==> config.mk <==
export PLATFORM = sky130hd
export DESIGN_NAME = positional_list_engine
export DESIGN_NICKNAME = d
export VERILOG_FILES = /design/src/rtl/plist_pkg.sv /design/src/rtl/plist_ctrl.sv /design/src/rtl/plist_dp.sv /design/src/rtl/positional_list_engine.sv
export SDC_FILE = /design/constraint.sdc
export NUM_CORES = 1
export LEC_CHECK = 0
export CORE_MARGIN = 10
export CORE_UTILIZATION = 55
export DETAILED_ROUTE_END_ITERATION = 8
export DONT_BUFFER_PORTS = 1
export HOLD_SLACK_MARGIN = 0.05
export MAX_ROUTING_LAYER = met4
export PLACE_DENSITY = 0.82
export SYNTH_ARGS = -nofsm -noshare
export SYNTH_HDL_FRONTEND = slang
export SYNTH_HIERARCHICAL = 1
export SYNTH_SLANG_ARGS = --single-unit
==> constraint.sdc <==
create_clock -name clk -period 5.5 [get_ports clk]
set_clock_uncertainty 0.2 [all_clocks]
set_input_delay 0.825 -clock clk [delete_from_list [all_inputs] [get_ports clk]]
set_output_delay 0.825 -clock clk [all_outputs]
set_load 0.02 [all_outputs]
==> src/rtl/plist_pkg.sv <==
// Shared codes, field widths and controller/datapath interface structs
// for the positional list engine. No dependencies.
`timescale 1ns / 1ps

package plist_pkg;

	// beat field widths
	localparam int OP_W   = 3;
	localparam int POS_W  = 8;
	localparam int VAL_W  = 32;
	localparam int STAT_W = 2;
	localparam int CNT_W  = 5;

	localparam int IN_TDATA_W  = 48;
	localparam int IN_PAD      = IN_TDATA_W - (OP_W + POS_W + VAL_W);
	localparam int OUT_TDATA_W = 40;
	localparam int OUT_PAD     = OUT_TDATA_W - (VAL_W + STAT_W + CNT_W);

	// operation codes
	localparam logic [OP_W-1:0] OP_APPEND  = 3'd0;
	localparam logic [OP_W-1:0] OP_INSERT  = 3'd1;
	localparam logic [OP_W-1:0] OP_RM_LAST = 3'd2;
	localparam logic [OP_W-1:0] OP_RM_AT   = 3'd3;
	localparam logic [OP_W-1:0] OP_READ    = 3'd4;

	// status codes
	localparam logic [STAT_W-1:0] ST_OK    = 2'd0;
	localparam logic [STAT_W-1:0] ST_EMPTY = 2'd1;
	localparam logic [STAT_W-1:0] ST_FULL  = 2'd2;
	localparam logic [STAT_W-1:0] ST_RANGE = 2'd3;

	// controller to datapath
	typedef struct packed {
		logic load;    // capture operands, work out target and limits
		logic rd_pos;  // read store at target
		logic rd_nb;   // read neighbor of the shift pointer
		logic mv;      // write read data at pointer, advance pointer
		logic put;     // write element at pointer, count up
		logic cap;     // take read data as result
		logic dec;     // count down
		logic emit;    // load output register
	} plist_cmd_t;

	// datapath to controller
	typedef struct packed {
		logic [STAT_W-1:0] stat;
		logic              at_lim;
		logic              near_lim;
	} plist_sts_t;

endpackage

==> src/rtl/plist_ctrl.sv <==
// Controller state machine of the positional list engine.
// Sequences load, read, shift and write steps. Uses plist_pkg.
`timescale 1ns / 1ps

module plist_ctrl (
	input  logic                         clk,
	input  logic                         arst_n,
	input  logic                         in_valid,
	output logic                         in_ready,
	input  logic [plist_pkg::OP_W-1:0]   opcode,
	output logic                         out_valid,
	input  logic                         out_ready,
	output plist_pkg::plist_cmd_t        cmd,
	input  plist_pkg::plist_sts_t        sts
);

	localparam logic [2:0] S_IDLE  = 3'd0;
	localparam logic [2:0] S_EXEC  = 3'd1;
	localparam logic [2:0] S_CAP   = 3'd2;
	localparam logic [2:0] S_MVBEG = 3'd3;
	localparam logic [2:0] S_MV    = 3'd4;
	localparam logic [2:0] S_PUT   = 3'd5;
	localparam logic [2:0] S_DONE  = 3'd6;

	logic [2:0]                    state_q, state_nxt;
	logic [plist_pkg::OP_W-1:0]    op_q;
	logic                          out_valid_q;
	logic                          is_ins, is_rm;

	assign is_ins = (op_q == plist_pkg::OP_APPEND) || (op_q == plist_pkg::OP_INSERT);
	assign is_rm  = (op_q == plist_pkg::OP_RM_LAST) || (op_q == plist_pkg::OP_RM_AT);

	assign in_ready  = (state_q == S_IDLE);
	assign out_valid = out_valid_q;

	always_comb begin
		cmd       = '0;
		state_nxt = state_q;
		unique case (state_q)
			S_IDLE: begin
				if (in_valid) begin
					cmd.load  = 1'b1;
					state_nxt = S_EXEC;
				end
			end
			S_EXEC: begin
				if (sts.stat != plist_pkg::ST_OK) begin
					state_nxt = S_DONE;
				end else if (is_ins) begin
					state_nxt = S_MVBEG;
				end else if (is_rm || op_q == plist_pkg::OP_READ) begin
					cmd.rd_pos = 1'b1;
					state_nxt  = S_CAP;
				end else begin
					state_nxt = S_DONE;
				end
			end
			S_CAP: begin
				cmd.cap = 1'b1;
				if (is_rm) begin
					cmd.dec   = 1'b1;
					state_nxt = S_MVBEG;
				end else begin
					state_nxt = S_DONE;
				end
			end
			S_MVBEG: begin
				if (sts.at_lim) begin
					state_nxt = is_ins ? S_PUT : S_DONE;
				end else begin
					cmd.rd_nb = 1'b1;
					state_nxt = S_MV;
				end
			end
			S_MV: begin
				// write the entry read last cycle, fetch the next one
				cmd.mv = 1'b1;
				if (sts.near_lim) begin
					state_nxt = is_ins ? S_PUT : S_DONE;
				end else begin
					cmd.rd_nb = 1'b1;
				end
			end
			S_PUT: begin
				cmd.put   = 1'b1;
				state_nxt = S_DONE;
			end
			S_DONE: begin
				// hold until the output register is free
				if (!out_valid_q || out_ready) begin
					cmd.emit  = 1'b1;
					state_nxt = S_IDLE;
				end
			end
			default: state_nxt = S_IDLE;
		endcase
	end

	always_ff @(posedge clk or negedge arst_n) begin
		if (!arst_n) begin
			state_q     <= S_IDLE;
			out_valid_q <= 1'b0;
		end else begin
			state_q <= state_nxt;
			if (cmd.emit) begin
				out_valid_q <= 1'b1;
			end else if (out_ready) begin
				out_valid_q <= 1'b0;
			end
		end
	end

	always_ff @(posedge clk) begin
		if (cmd.load) begin
			op_q <= opcode;
		end
	end

endmodule

==> src/rtl/plist_dp.sv <==
// Datapath of the positional list engine: entry store, count, shift
// pointer, result and output registers. Uses plist_pkg.
`timescale 1ns / 1ps

module plist_dp #(
	parameter int DEPTH      = 16,
	parameter int DATA_WIDTH = 32
) (
	input  logic                           clk,
	input  logic                           arst_n,
	input  plist_pkg::plist_cmd_t          cmd,
	output plist_pkg::plist_sts_t          sts,
	input  logic [plist_pkg::OP_W-1:0]     opcode,
	input  logic [plist_pkg::POS_W-1:0]    position,
	input  logic [plist_pkg::VAL_W-1:0]    element_value,
	output logic [plist_pkg::VAL_W-1:0]    result_value,
	output logic [plist_pkg::STAT_W-1:0]   status,
	output logic [plist_pkg::CNT_W-1:0]    item_count
);

	localparam int AW   = $clog2(DEPTH);
	localparam int CW   = $clog2(DEPTH + 1);
	localparam int CMPW = (CW > plist_pkg::POS_W) ? CW : plist_pkg::POS_W;
	localparam int CPW  = (DATA_WIDTH < plist_pkg::VAL_W) ? DATA_WIDTH : plist_pkg::VAL_W;

	logic [DATA_WIDTH-1:0] mem [DEPTH];
	logic [DATA_WIDTH-1:0] rdata_q;

	logic [CW-1:0]         count_q;
	logic [AW-1:0]         tgt_q, idx_q, lim_q;
	logic                  dir_q;     // 1: pointer moves up (remove)
	logic [DATA_WIDTH-1:0] val_q, res_q;
	logic [plist_pkg::STAT_W-1:0] stat_q;

	logic [plist_pkg::VAL_W-1:0]  out_res_q;
	logic [plist_pkg::STAT_W-1:0] out_stat_q;
	logic [plist_pkg::CNT_W-1:0]  out_cnt_q;

	// operand decode at load
	logic [CMPW-1:0] cnt_x, pos_x, cnt_m1, tgt_c, idx_c, lim_c;
	logic            pos_ge, full, empty, dir_c;
	logic [plist_pkg::STAT_W-1:0] stat_c;

	always_comb begin
		cnt_x  = CMPW'(count_q);
		pos_x  = CMPW'(position);
		cnt_m1 = cnt_x - CMPW'(1);
		pos_ge = (pos_x >= cnt_x);
		full   = (count_q == CW'(DEPTH));
		empty  = (count_q == '0);
		tgt_c  = '0;
		idx_c  = '0;
		lim_c  = '0;
		dir_c  = 1'b0;
		stat_c = plist_pkg::ST_OK;
		unique case (opcode)
			plist_pkg::OP_APPEND, plist_pkg::OP_INSERT: begin
				tgt_c  = (opcode == plist_pkg::OP_APPEND || pos_ge) ? cnt_x : pos_x;
				idx_c  = cnt_x;
				lim_c  = tgt_c;
				stat_c = full ? plist_pkg::ST_FULL : plist_pkg::ST_OK;
			end
			plist_pkg::OP_RM_LAST, plist_pkg::OP_RM_AT: begin
				tgt_c  = (opcode == plist_pkg::OP_RM_LAST || pos_ge) ? cnt_m1 : pos_x;
				idx_c  = tgt_c;
				lim_c  = cnt_m1;
				dir_c  = 1'b1;
				stat_c = empty ? plist_pkg::ST_EMPTY : plist_pkg::ST_OK;
			end
			plist_pkg::OP_READ: begin
				tgt_c  = pos_x;
				stat_c = pos_ge ? plist_pkg::ST_RANGE : plist_pkg::ST_OK;
			end
			default: stat_c = plist_pkg::ST_OK;
		endcase
	end

	// shift pointer arithmetic
	logic [AW:0]   idx_e, step1, step2;
	logic [AW-1:0] rd_addr;
	logic          rd_en;

	always_comb begin
		idx_e   = {1'b0, idx_q};
		step1   = dir_q ? idx_e + (AW+1)'(1) : idx_e - (AW+1)'(1);
		step2   = dir_q ? idx_e + (AW+1)'(2) : idx_e - (AW+1)'(2);
		rd_en   = cmd.rd_pos | cmd.rd_nb;
		if (cmd.rd_pos) begin
			rd_addr = tgt_q;
		end else if (cmd.mv) begin
			rd_addr = step2[AW-1:0];
		end else begin
			rd_addr = step1[AW-1:0];
		end
	end

	assign sts.stat     = stat_q;
	assign sts.at_lim   = (idx_q == lim_q);
	assign sts.near_lim = (step1 == {1'b0, lim_q});

	// entry store: one write, one registered read per cycle
	always_ff @(posedge clk) begin
		if (cmd.mv) begin
			mem[idx_q] <= rdata_q;
		end else if (cmd.put) begin
			mem[idx_q] <= val_q;
		end
		if (rd_en) begin
			rdata_q <= mem[rd_addr];
		end
	end

	always_ff @(posedge clk or negedge arst_n) begin
		if (!arst_n) begin
			count_q <= '0;
		end else if (cmd.put) begin
			count_q <= count_q + CW'(1);
		end else if (cmd.dec) begin
			count_q <= count_q - CW'(1);
		end
	end

	always_ff @(posedge clk) begin
		if (cmd.load) begin
			tgt_q  <= AW'(tgt_c);
			idx_q  <= AW'(idx_c);
			lim_q  <= AW'(lim_c);
			dir_q  <= dir_c;
			val_q  <= DATA_WIDTH'(element_value[CPW-1:0]);
			res_q  <= '0;
			stat_q <= stat_c;
		end else begin
			if (cmd.mv) begin
				idx_q <= step1[AW-1:0];
			end
			if (cmd.cap) begin
				res_q <= rdata_q;
			end
		end
		if (cmd.emit) begin
			out_res_q  <= plist_pkg::VAL_W'(res_q[CPW-1:0]);
			out_stat_q <= stat_q;
			out_cnt_q  <= plist_pkg::CNT_W'(count_q);
		end
	end

	assign result_value = out_res_q;
	assign status       = out_stat_q;
	assign item_count   = out_cnt_q;

endmodule

==> src/rtl/positional_list_engine.sv <==
// Top level of the positional list engine: stream ports, controller and
// datapath. Depends on plist_pkg, plist_ctrl and plist_dp.
//
// Usage: each slave beat carries one list operation (append, insert at a
// position, remove last, remove at a position, read at a position); each
// one yields exactly one master beat with the element removed or read, a
// status code and the element count after the operation.
// Sequence: a read goes through execute, capture and done; a rejected
// operation goes from execute straight to done; an insert or a remove
// also moves the entries after the position, at most DEPTH - 1, through
// the entry store, whose single read and single write port move one entry
// per cycle. One operation is in flight at a time; the next beat is taken
// in the cycle after the result is loaded into the output register.
// Reset empties the list at once (the count clears); the store itself is
// not cleared and no clearing pass runs.
// When the receiver stalls, the result waits in the output register while
// the next operation is accepted and worked on; that one then holds until
// the output register is free.
`timescale 1ns / 1ps

module positional_list_engine #(
	parameter int DEPTH      = 16,
	parameter int DATA_WIDTH = 32
) (
	input  logic                                clk,
	input  logic                                arst_n,
	input  logic                                s_tvalid,
	output logic                                s_tready,
	// opcode[2:0], position[10:3], element_value[42:11], zero pad
	input  logic [plist_pkg::IN_TDATA_W-1:0]    s_tdata,
	output logic                                m_tvalid,
	input  logic                                m_tready,
	// result_value[31:0], status[33:32], item_count[38:34], zero pad
	output logic [plist_pkg::OUT_TDATA_W-1:0]   m_tdata
);

	localparam int P_LO = plist_pkg::OP_W;
	localparam int V_LO = plist_pkg::OP_W + plist_pkg::POS_W;

	plist_pkg::plist_cmd_t cmd;
	plist_pkg::plist_sts_t sts;

	logic [plist_pkg::OP_W-1:0]   opcode;
	logic [plist_pkg::POS_W-1:0]  position;
	logic [plist_pkg::VAL_W-1:0]  element_value;
	logic [plist_pkg::VAL_W-1:0]  result_value;
	logic [plist_pkg::STAT_W-1:0] status;
	logic [plist_pkg::CNT_W-1:0]  item_count;

	assign opcode        = s_tdata[P_LO-1:0];
	assign position      = s_tdata[V_LO-1:P_LO];
	assign element_value = s_tdata[V_LO+plist_pkg::VAL_W-1:V_LO];

	assign m_tdata = {{plist_pkg::OUT_PAD{1'b0}}, item_count, status, result_value};

	plist_ctrl u_ctrl (
		.clk       (clk),
		.arst_n    (arst_n),
		.in_valid  (s_tvalid),
		.in_ready  (s_tready),
		.opcode    (opcode),
		.out_valid (m_tvalid),
		.out_ready (m_tready),
		.cmd       (cmd),
		.sts       (sts)
	);

	plist_dp #(
		.DEPTH      (DEPTH),
		.DATA_WIDTH (DATA_WIDTH)
	) u_dp (
		.clk           (clk),
		.arst_n        (arst_n),
		.cmd           (cmd),
		.sts           (sts),
		.opcode        (opcode),
		.position      (position),
		.element_value (element_value),
		.result_value  (result_value),
		.status        (status),
		.item_count    (item_count)
	);

	localparam logic [plist_pkg::CNT_W-1:0] FULL_CNT = plist_pkg::CNT_W'(DEPTH);

	// an accepted beat never produces its result on the next edge
	a_no_instant_result: assert property (@(posedge clk) disable iff (!arst_n)
		s_tvalid && s_tready |=> !$rose(m_tvalid))
		else $error("result appeared one cycle after accept");

	a_full_count: assert property (@(posedge clk) disable iff (!arst_n)
		m_tvalid && status == plist_pkg::ST_FULL |-> item_count == FULL_CNT)
		else $error("full status with count below depth");

	a_empty_count: assert property (@(posedge clk) disable iff (!arst_n)
		m_tvalid && status == plist_pkg::ST_EMPTY |-> item_count == '0)
		else $error("empty status with nonzero count");

	a_err_zero: assert property (@(posedge clk) disable iff (!arst_n)
		m_tvalid && status != plist_pkg::ST_OK |-> result_value == '0)
		else $error("nonzero element with error status");

endmodule

==> impl_results.md, run 1 <==
* Run status: finished, final reports clean
* Rel. slew slack at 28.5%
* Overall routed net length at ~54000 µm
* Overall die width at 244 µm
* I/O pin total at 94
* Worst min path class: in -> reg
* Synth warn at 6
* Vert. Die Dim at 244 µm
* Placed Cells at 2188
* Filler cell count at 3470
* Utilization after layout at about 60%
* Kind of launch point of the worst setup path: flop
* Kind of capture point of the worst setup path: flop
* Post CTS Setup Buffer Count at 0
* # setup viols final at 0
* Final Net Count at ~1700
* WHS at 0.0881 ns
* Time the worst path needs with I/O delays and setup at 3.90 ns
* Fraction of layout instances using a drive strength above 1 at between 10% and 20%
* WS Path Type: reg -> reg
* Gr usage total at 18.5%
* Final Non-Filler Cells at 2314
* Synth Net Count at between 1500 and 2000
* Crit path DAT at about 4 ns
* Instance count of the mapped netlist at ~1600
* Max Cap Violations at 0
* Number of sinks on the clock net at 674
* Iter 0 DRT Violations at about 1000
* Slew Limit Fails at 0
* WP data required at 5.62 ns
* Setup TNS after final layout at 0 ns
* Number of H-tree branching levels at 2
* Clock input transition at the sequential cells of the worst setup and hold paths at 0.06 ns
* Average routed wire per standard cell at 23.3 µm
* Area Overhead vs Synth at 9.93%
* Max frequency at 256 MHz
* Syn Std Cell Area at around 0.028 mm²
* Tcrit/Tclk final at 70.9%
* Number of synthesized register bits at around 670
* Row Count at 82
* Later-pin clock latency in the skew report at 0.63 ns
* Die footprint at about 0.060 mm²
* Synthesized area per cell at 17.7 µm²
* Total via count in the routed design at 13500
* Total count of hold-check failures in the final report at 0
* CTS Buffer Depth at 3
* Max Fanout on Critical Path at 40
* Slew @ Worst Pin at 1.07 ns
* Fraction of the yosys area taken by sequential cells at 71.8%
* Final weighted congestion of routability-driven global placement at 0.822
* Final antenna-violating net count at 0
* Via count of the first global-routing pass at 13800
* Wire length of the first global-routing pass at 82500 µm
* HPWL reported at the end of detailed placement at 30500 µm
* CTS Buf Count at 61
* Overflow left after global routing at 0
* Total of buffers placed on input and output ports at 0
* Top_reg_cell synth: edfxtp_1
* Initial Utilization at between 50% and 60%
* CTS resizes at 0
* Count of unresolved DRC violations after routing at 0
* Library cells used by synthesis at 62
* Proportion of register bits with asynchronous set or reset after synthesis at ~1.3%
* Core Region at 0.0500 mm²
* Setup repair after global routing missed its margin: no
* Clock root buffer: clkbuf_16
* Average vias per placed instance at 5.84
* Antenna violations before repair at 2
* Number of detailed-routing iterations run before antenna repair at 4
* Pin count of the biggest net entering global routing at 80
* CTS tree: yes
* Number of enable-type register cells in the synthesized netlist at 633
## metal layers
metal	GRT usage, %	wire length, µm	vias to the layer above
li1	-	-	6113
met1	23.1	22800	6979
met2	30.4	27100	349
met3	3.54	2820	83
met4	5.22	1150	0
met5	-	0	-
## worst max-delay path, stage by stage (launching register included)
cell,delay [ns]
dfrtp_1,0.63
inv_1,0.18
nor3_1,0.44
buf_4,0.25
nand2_1,0.09
o31ai_2,0.07
xnor2_1,0.16
mux2_4,0.77
buf_12,0.31
mux2i_1,0.28
mux2i_1,0.12
## cell usage after synthesis (11+ instances only)
master | instances | area, µm²
a21oi_1 | 13 | 65.1
buf_2 | 20 | 100
buf_6 | 22 | 248
clkbuf_1 | 17 | 63.8
dfxtp_1 | 32 | 641
edfxtp_1 | 633 | 19000
ha_1 | 13 | 163
inv_1 | 21 | 78.8
mux2_2 | 36 | 405
mux2i_1 | 514 | 5140
nand2_1 | 23 | 86.3
nor2_1 | 66 | 248
xnor2_1 | 11 | 96.3
## cell type report
cell class | count | area, µm² | share of cell area, %
Clock buffer | 86 | 1680 | 5.53
Tap cell | 672 | 841 | 2.76
Sequential cell | 674 | 19900 | 65.3
Antenna cell | 2 | 5.00 | 0.0164
Multi-Input combinational cell | 787 | 7240 | 23.8
Inverter | 21 | 78.8 | 0.259
Clock inverter | 27 | 243 | 0.798
Timing Repair Buffer | 45 | 465 | 1.53
## sequential cells by signal, indices dropped and copies added (netlist names), 3 cells and up
name               flops
u_dp/tgt_q             4
u_dp/rdata_q          32
u_dp/count_q           5
u_dp/result_value     32
u_dp/lim_q             4
u_dp/item_count        5
u_dp/mem             512
u_dp/val_q            32
u_ctrl/state_q         3
u_dp/idx_q             4
u_dp/res_q            32
u_ctrl/op_q            3
## worst paths after layout
check | startpoint | to | slack, ns | cells after the start
worst max-delay path | u_ctrl/state_q[2]$_DFFE_PN0P_ | u_dp/rdata_q[7]$_DFFE_PP_ | 1.60 | 10
min in group asynchronous | arst_n | u_ctrl/out_valid$_DFFE_PN0P_ | 0.36 | 1
max in group asynchronous | arst_n | u_dp/count_q[0]$_DFFE_PN0P_ | 4.46 | 1
worst max register to register | u_ctrl/state_q[2]$_DFFE_PN0P_ | u_dp/rdata_q[7]$_DFFE_PP_ | 1.60 | 10
worst min-delay path | s_tdata[41] | u_dp/val_q[30]$_DFFE_PP_ | 0.09 | 0
worst min register to register | u_dp/res_q[18]$_SDFFE_PP0P_ | u_dp/result_value[18]$_DFFE_PP_ | 0.23 | 0
## timing repair
item | 4_1_cts | 5_1_grt
endpoints found under the hold margin | 19 | 0
endpoints found under the setup margin | 0 | 0
hold buffers | 11 | 0
## per-stage QoR
stage	instance area, µm²	setup slack, ns
finish	30400	1.60
global route	30400	1.36
global placement	28400	1.76
CTS	30400	1.62
floorplan	27700	1.22
detailed placement	28400	1.67
## placed cells by master, fill, tap and decap left out, types with 11 or more instances in the layout
| master | synthesis | layout |
|---|---|---|
| a21oi_1 | 13 | 12 |
| buf_4 | 10 | 26 |
| clkbuf_1 | 17 | 20 |
| clkbuf_16 | 0 | 62 |
| clkinv_2 | 0 | 13 |
| dfxtp_1 | 32 | 32 |
| dlygate4sd3_1 | 0 | 11 |
| edfxtp_1 | 633 | 633 |
| ha_1 | 13 | 13 |
| inv_1 | 21 | 21 |
| mux2_2 | 36 | 36 |
| mux2i_1 | 514 | 514 |
| nand2_1 | 23 | 23 |
| nor2_1 | 66 | 53 |
| nor2_4 | 0 | 13 |
| xnor2_1 | 11 | 11 |
## kinds of logic (layout without fill, tap and decap cells)
logic type | after synthesis | in the layout | synth area share (%)
mux | 555 | 555 | 20.3
simple gates | 132 | 132 | 2.31
other cells | 1 | 3 | 0.0135
fa+ha+maj | 16 | 16 | 0.805
buf+inv | 101 | 179 | 2.59
flops | 674 | 674 | 71.8
xor+xnor | 20 | 20 | 0.633
compound gates | 63 | 63 | 1.58
Power of run 1 is not shown: default switching activity piles up to over one toggle a cycle in this logic, so the estimate is an artifact.
==> inputs of run 2 (changes only) <==
ABC_AREA = 1   (was not set)
clock period = 3.9 ns   (was 5.5 ns; I/O delays follow)
==> run 2 against run 1 <==
Fmax rose by 9.0%; design area grew 7.7%; non-clock buffer count increased by 41; sequential share of layout area is 4.7 points lower; highest routed layer unchanged.
==> impl_results.md, run 2 <==
* Run status: finished, final reports clean
* Pin count of the biggest net entering global routing at 205 (+160%)
* WL met3 at 7780 µm (+180%)
* Max frequency at 279 MHz (+9.0%)
* Most frequent cell after synthesis: edfxtp_1
* Clock root buffer: clkbuf_16
* Antenna violations before repair at 0 (-2)
* Count of hold-fix buffers inserted at cts at 41 (+30)
* Cell count of the worst hold path at 4 (+4)
* Die footprint at 0.0623 mm² (+4.3%)
* Proportion of register bits with asynchronous set or reset after synthesis at 1.34% (unchanged)
* Number of sinks on the clock net at 674 (unchanged)
* Leading cell types by total area after synthesis: edfxtp_1, nand3_1, nand2_1
* Area Overhead vs Synth at 13.0%
* Synth warn at 6 (unchanged)
* Share of Yosys cell area claimed by the top area cell type at 65.6% (-3.1 points)
* Register bank with the most flops: u_dp/mem
* WS Path Type: reg -> reg
* Stages on worst setup path at 13 (+3)
* Fraction of the yosys area taken by sequential cells at 68.6% (-3.2 points)
* Number of synthesized register bits at 674 (unchanged)
* Top_reg_cell synth: edfxtp_1
* Fraction of layout instances using a drive strength above 1 at 8.67% (-3.0 points)
* Syn Std Cell Area at 0.0290 mm² (+4.7%)
* Setup repair after global routing missed its margin: no
* Number of inserted diodes at 0 (-2)
* HPWL reported at the end of detailed placement at 37300 µm (+23%)
* Overall routed net length at 72800 µm (+35%)
* Overflow left after global routing at 0 (unchanged)
* Initial Utilization at 55.4% (about the same)
* Overall die width at 250 µm (+2.1%)
* Instance count of the mapped netlist at 2528 (+62%)
* Crit path buffers/inverters at 3 (unchanged)
* Slew @ Worst Pin at 1.22 ns (+0.154 ns)
* Wire length of the first global-routing pass at 111000 µm (+34%)
* Setup TNS after final layout at 0 ns (unchanged)
* # setup viols final at 0 (unchanged)
* Count of unresolved DRC violations after routing at 0 (unchanged)
* Max Fanout on Critical Path at 60 (+50%)
* Time the worst path needs with I/O delays and setup at 3.58 ns (-0.321 ns)
* CTS Buffer Depth at 3 (unchanged)
* Synthesized area per cell at 11.5 µm² (-35%)
* Total of buffers placed on input and output ports at 0 (unchanged)
* Filler cell count at 3677 (+6.0%)
* Critical Path, Cell by Cell: inv_2 -> nand2_1 -> nor2_1 -> o2111a_1 -> inv_2 -> or2_4 -> nand2_8 -> buf_12 -> nand2_1 -> nand3_1 -> nand3_1 -> nand3_1 -> nand2_1
* Number of H-tree branching levels at 3 (+1)
* Tcrit/Tclk final at 91.8% (+21 points)
* Total count of hold-check failures in the final report at 0 (unchanged)
* Routed length on met1 at 26000 µm (+14%)
* Most frequent cells after synthesis: edfxtp_1, nand3_1, nand2_1
* Rel. slew slack at 18.3% (-10 points)
* Iter 0 DRT Violations at 2507 (+160%)
* Post CTS Setup Buffer Count at 0 (unchanged)
* CTS Buf Count at 70 (+15%)
* Area leader, netlist: edfxtp_1
* Max Cap Violations at 0 (unchanged)
* Flip-flop count of the largest register after layout at 512 (unchanged)
* Critical-path cell with the highest stage delay: dfrtp_1
* Number of enable-type register cells in the synthesized netlist at 633 (unchanged)
* Average vias per placed instance at 5.99 (+2.5%)
* Average routed wire per standard cell at 22.2 µm (-4.8%)
* Number of detailed-routing iterations run before antenna repair at 6 (+2)
* Final antenna-violating net count at 0 (unchanged)
* Via count of the first global-routing pass at 19400 (+41%)
* Slew Limit Fails at 0 (unchanged)
* Uppermost layer routed: met4
* Worst min path class: in -> reg
* DR WL met2 at 35300 µm (+30%)
* Synth Net Count at 2596 (+59%)
* Kind of capture point of the worst setup path: flop
* Total via count in the routed design at 19700 (+45%)
* Placed Cells at 3115 (+42%)
* Core Region at 0.0523 mm² (+4.8%)
* Final Net Count at 2608 (+57%)
* CTS resizes at 0 (unchanged)
* Library cells used by synthesis at 37 (-40%)
* CTS tree: yes
* Kind of launch point of the worst setup path: flop
* Top library cells by usage in the layout, fill and taps aside: edfxtp_1, nand3_1, nand2_1
* WP data required at 4.07 ns (-1.55 ns)
* Vert. Die Dim at 250 µm (+2.1%)
* Peak per-stage delay on the critical path at 0.47 ns (-0.30 ns)
* Gr usage total at 23.4% (+4.9 points)
* Clock input transition at the sequential cells of the worst setup and hold paths at 0.06 ns (about the same)
* Row Count at 84 (+2.4%)
* Crit path DAT at 3.75 ns (-0.27 ns)
* Final weighted congestion of routability-driven global placement at 0.864 (+5.1%)
* Most common cell after layout, fill and taps aside: edfxtp_1
* Final Non-Filler Cells at 3284 (+42%)
* Later-pin clock latency in the skew report at 0.61 ns (-0.02 ns)
* I/O pin total at 94 (unchanged)
* Cell count of the worst reg-to-reg path at 13 (+3)
* Top cell family by delay on the critical path: simple AND/OR/NAND/NOR gates
run 2: cell count changes after synthesis, moves of 9 or more:
cell / previous run / this run
nor2_1: 66 / 107
nand2_1: 23 / 468
xnor2_1: 11 / 1
nand3b_1: 1 / 182
buf_2: 20 / 67
buf_1: 3 / 24
inv_1: 21 / 292
buf_6: 22 / 1
nand3_1: 7 / 508
buf_4: 10 / 27
clkbuf_1: 17 / 27
mux2i_1: 514 / 0
nor3_1: 10 / 1
o21ai_0: 10 / 40
run 2: final timing paths:
check / end / startpoint / slack [ns]
hold / removal: u_ctrl/state_q[0]$_DFFE_PN0P_ / s_tvalid / 0.08
setup reg to reg: u_dp/rdata_q[10]$_DFFE_PP_ / u_ctrl/state_q[1]$_DFFE_PN0P_ / 0.32
min in group asynchronous: u_dp/count_q[3]$_DFFE_PN0P_ / arst_n / 0.20
setup / recovery: u_dp/rdata_q[10]$_DFFE_PP_ / u_ctrl/state_q[1]$_DFFE_PN0P_ / 0.32
max in group asynchronous: u_ctrl/state_q[1]$_DFFE_PN0P_ / arst_n / 2.94
hold reg to reg: u_dp/result_value[26]$_DFFE_PP_ / u_dp/res_q[26]$_SDFFE_PP0P_ / 0.23
run 2: worst register-to-register path, cell delays in order (launching register included):
cell and delay (ns):
dfrtp_1 0.47, inv_2 0.14, nand2_1 0.09, nor2_1 0.14, o2111a_1 0.34, inv_2 0.14, or2_4 0.42, nand2_8 0.43
buf_12 0.36, nand2_1 0.13, nand3_1 0.14, nand3_1 0.15, nand3_1 0.15, nand2_1 0.07
run 2: cell families after synthesis:
logic type | count (synthesis) | synth area share [%]
mux | 32 | 1.24
compound gates | 62 | 1.16
xor+xnor | 13 | 0.393
flops | 674 | 68.6
fa+ha+maj | 16 | 0.768
buf+inv | 444 | 6.41
other cells | 1 | 0.0129
simple gates | 1286 | 21.4
run 2: cell type report:
type,instances,area [µm²],area share (%)
clock inverter,28,332,1.01
clock buffer,100,2030,6.19
tap,688,861,2.63
timing repair buffer,86,1100,3.35
multi-input combinational,1410,7450,22.7
sequential,674,19900,60.7
inverter,298,1120,3.42
run 2: stage by stage:
| step | util [%] | worst slack [ns] | hold slack [ns] | instance area [µm²] |
|---|---|---|---|---|
| after floorplan | - | 0.700 | 0.0894 | 29000 |
| after global placement | 57.3 | 0.620 | 0.0897 | 30000 |
| after detailed placement | 57.3 | 0.531 | 0.0898 | 30000 |
| after CTS | 62.6 | 0.433 | 0.0529 | 32800 |
| after global routing | 62.6 | 0.181 | 0.0756 | 32800 |
| final | 62.6 | 0.320 | 0.0759 | 32800 |
run 2: routing by layer:
metal | GRT usage, % | vias up
li1 | - | 8721
met4 | 11.9 | 0
met5 | - | -
met3 | 4.08 | 285
met1 | 27.7 | 9427
met2 | 38.2 | 1244
Power of run 2 is left out for the same reason.
==> inputs of run 3 (changes only) <==
CELL_PAD_IN_SITES_DETAIL_PLACEMENT = 0   (was not set)
CELL_PAD_IN_SITES_GLOBAL_PLACEMENT = 1   (was not set)
CORE_UTILIZATION = 45   (was 55)
PLACE_DENSITY = 0.83   (was 0.82)
==> run 3 against run 2 <==
Non-clock buffer count rose by 3; die area grew 20%; design area is 0.72% higher.
==> impl_results.md, run 3 (synthesized netlist as in run 2, its figures left out) <==
* Core Region at 0.0634 mm² (+21%)
* Setup TNS after final layout at 0 ns (unchanged)
* Max frequency at 297 MHz (+6.4%)
* Overflow left after global routing at 0 (unchanged)
* Peak per-stage delay on the critical path at 0.65 ns (+0.18 ns)
* Final antenna-violating net count at 0 (unchanged)
* Via count of the first global-routing pass at 19000 (-1.9%)
* Kind of capture point of the worst setup path: flop
* Critical Path, Cell by Cell: inv_1 -> fa_1 -> xor2_1 -> o21ai_0 -> a21oi_1 -> o21ai_0 -> nor2_1 -> inv_1 -> nand3_2 -> o21ai_0 -> or2_2 -> buf_4
* Later-pin clock latency in the skew report at 0.63 ns (+0.02 ns)
* Critical-path cell with the highest stage delay: fa_1
* WHS at 0.138 ns (+0.0622 ns)
* Max Fanout on Critical Path at 32 (-47%)
* CTS Buf Count at 72 (+2.9%)
* Gr usage total at 19.9% (-3.5 points)
* Number of sinks on the clock net at 674 (unchanged)
* CTS resizes at 0 (unchanged)
* Max Cap Violations at 0 (unchanged)
* Fraction of layout instances using a drive strength above 1 at 9.22% (+0.55 points)
* Crit path DAT at 3.42 ns (-0.33 ns)
* Average vias per placed instance at 5.46 (-8.8%)
* WS Path Type: reg -> reg
* Beginning of the critical path: u_dp/idx_q[0]$_DFFE_PP_
* Setup repair after global routing missed its margin: no
* Antenna violations before repair at 1 (+1)
* Register bank with the most flops: u_dp/mem
* Endpoint of the worst register-to-register path: u_dp/rdata_q[12]$_DFFE_PP_
* Overall routed net length at 73000 µm (+0.35%)
* Initial Utilization at 45.7% (-9.7 points)
* Non-Filler Cell Area, Final at 0.0330 mm² (+0.72%)
* Rel. slew slack at 40.3% (+22 points)
* Final weighted congestion of routability-driven global placement at 0.873 (+1.0%)
* Most common cell after layout, fill and taps aside: edfxtp_1
* Clock input transition at the sequential cells of the worst setup and hold paths at 0.06 ns (about the same)
* Kind of launch point of the worst setup path: flop
* CTS tree: yes
* Crit Reg-Reg Startpoint: u_dp/idx_q[0]$_DFFE_PP_
* Wire length of the first global-routing pass at 111000 µm (+0.58%)
* Slew Limit Fails at 0 (unchanged)
* Total via count in the routed design at 18900 (-4.2%)
* Final Net Count at 2613 (+0.19%)
* Flip-flop count of the largest register after layout at 512 (unchanged)
* Pin count of the biggest net entering global routing at 141 (-31%)
* # setup viols final at 0 (unchanged)
* Iter 0 DRT Violations at 1692 (-33%)
* Worst min path class: in -> async
* Worst-case setup slack after placement at 0.609 ns (+0.0787 ns)
* Placed Area at 0.0301 mm² (+0.50%)
* Area Overhead vs Synth at 13.8%
* Number of H-tree branching levels at 3 (unchanged)
* Number of detailed-routing iterations run before antenna repair at 5 (-1)
* Total count of hold-check failures in the final report at 0 (unchanged)
* Top library cells by usage in the layout, fill and taps aside: edfxtp_1, nand3_1, nand2_1
* Crit path buffers/inverters at 3 (unchanged)
* Register-to-register path setup slack at 0.54 ns (+0.22 ns)
* Count of unresolved DRC violations after routing at 0 (unchanged)
* Most repeated library cell on the critical path: o21ai_0
* Slew @ Worst Pin at 0.894 ns (-0.331 ns)
* Cell count of the worst reg-to-reg path at 12 (-1)
* Post CTS Setup Buffer Count at 0 (unchanged)
* Total of buffers placed on input and output ports at 0 (unchanged)
* Run status: finished, final reports clean
* I/O pin total at 94 (unchanged)
* Stages on worst setup path at 12 (-1)
* HPWL reported at the end of detailed placement at 36700 µm (-1.8%)
* Die footprint at 0.0750 mm² (+20%)
* CTS Buffer Depth at 3 (unchanged)
* Time the worst path needs with I/O delays and setup at 3.36 ns (-0.217 ns)
* Average routed wire per standard cell at 21.2 µm (-4.5%)
* Critical path endpoint: u_dp/rdata_q[12]$_DFFE_PP_
* Tcrit/Tclk final at 86.2% (-5.6 points)
* Smallest setup slack after layout at 0.537 ns (+0.217 ns)
* WP data required at 3.95 ns (-0.12 ns)
* Overall die width at 274 µm (+9.7%)
* Row Count at 92 (+9.5%)
* Clock root buffer: clkbuf_16
* Vert. Die Dim at 274 µm (+9.7%)
* Top cell family by delay on the critical path: adder cells
run 3: metal layers:
layer | vias up | track usage (%) | part of all wire, %
met1 | 9275 | 24.7 | 41
met3 | 142 | 3.14 | 7.1
met2 | 715 | 32.4 | 49
met5 | - | - | 0
met4 | 0 | 7.44 | 2.4
li1 | 8727 | - | -
run 3: final cells by class:
cell class	count	area, µm²
antenna	1	2.50
clock buffer	84	1870
clock inverter	49	566
fill	5227	30400
inverter	298	1120
multi-input combinational	1410	7450
sequential	674	19900
tap	846	1060
timing repair buffer	89	1060
run 3: how the worst min path moves through the flow:
stage	endpoint	cells after the start	start	slack [ns]
after floorplan	u_ctrl/out_valid$_DFFE_PN0P_	0	arst_n	0.09
after global placement	u_ctrl/state_q[0]$_DFFE_PN0P_	0	arst_n	0.09
after detailed placement	u_ctrl/out_valid$_DFFE_PN0P_	0	arst_n	0.09
after CTS	u_ctrl/out_valid$_DFFE_PN0P_	1	arst_n	0.12
after global routing	u_ctrl/out_valid$_DFFE_PN0P_	1	arst_n	0.15
final	u_ctrl/out_valid$_DFFE_PN0P_	1	arst_n	0.14
run 3: per-stage QoR:
step	util (%)	cells
floorplan	-	2528
global placement	47.5	3275
detailed placement	47.5	3275
CTS	52.0	3450
global route	52.0	3451
finish	52.0	3451
run 3: timing repair:
action | 4_1_cts | 5_1_grt
hold buffers | 42 | 0
hold endpoints to repair | 54 | 0
setup endpoints to repair | 0 | 0
Power of run 3 is left out for the same reason.
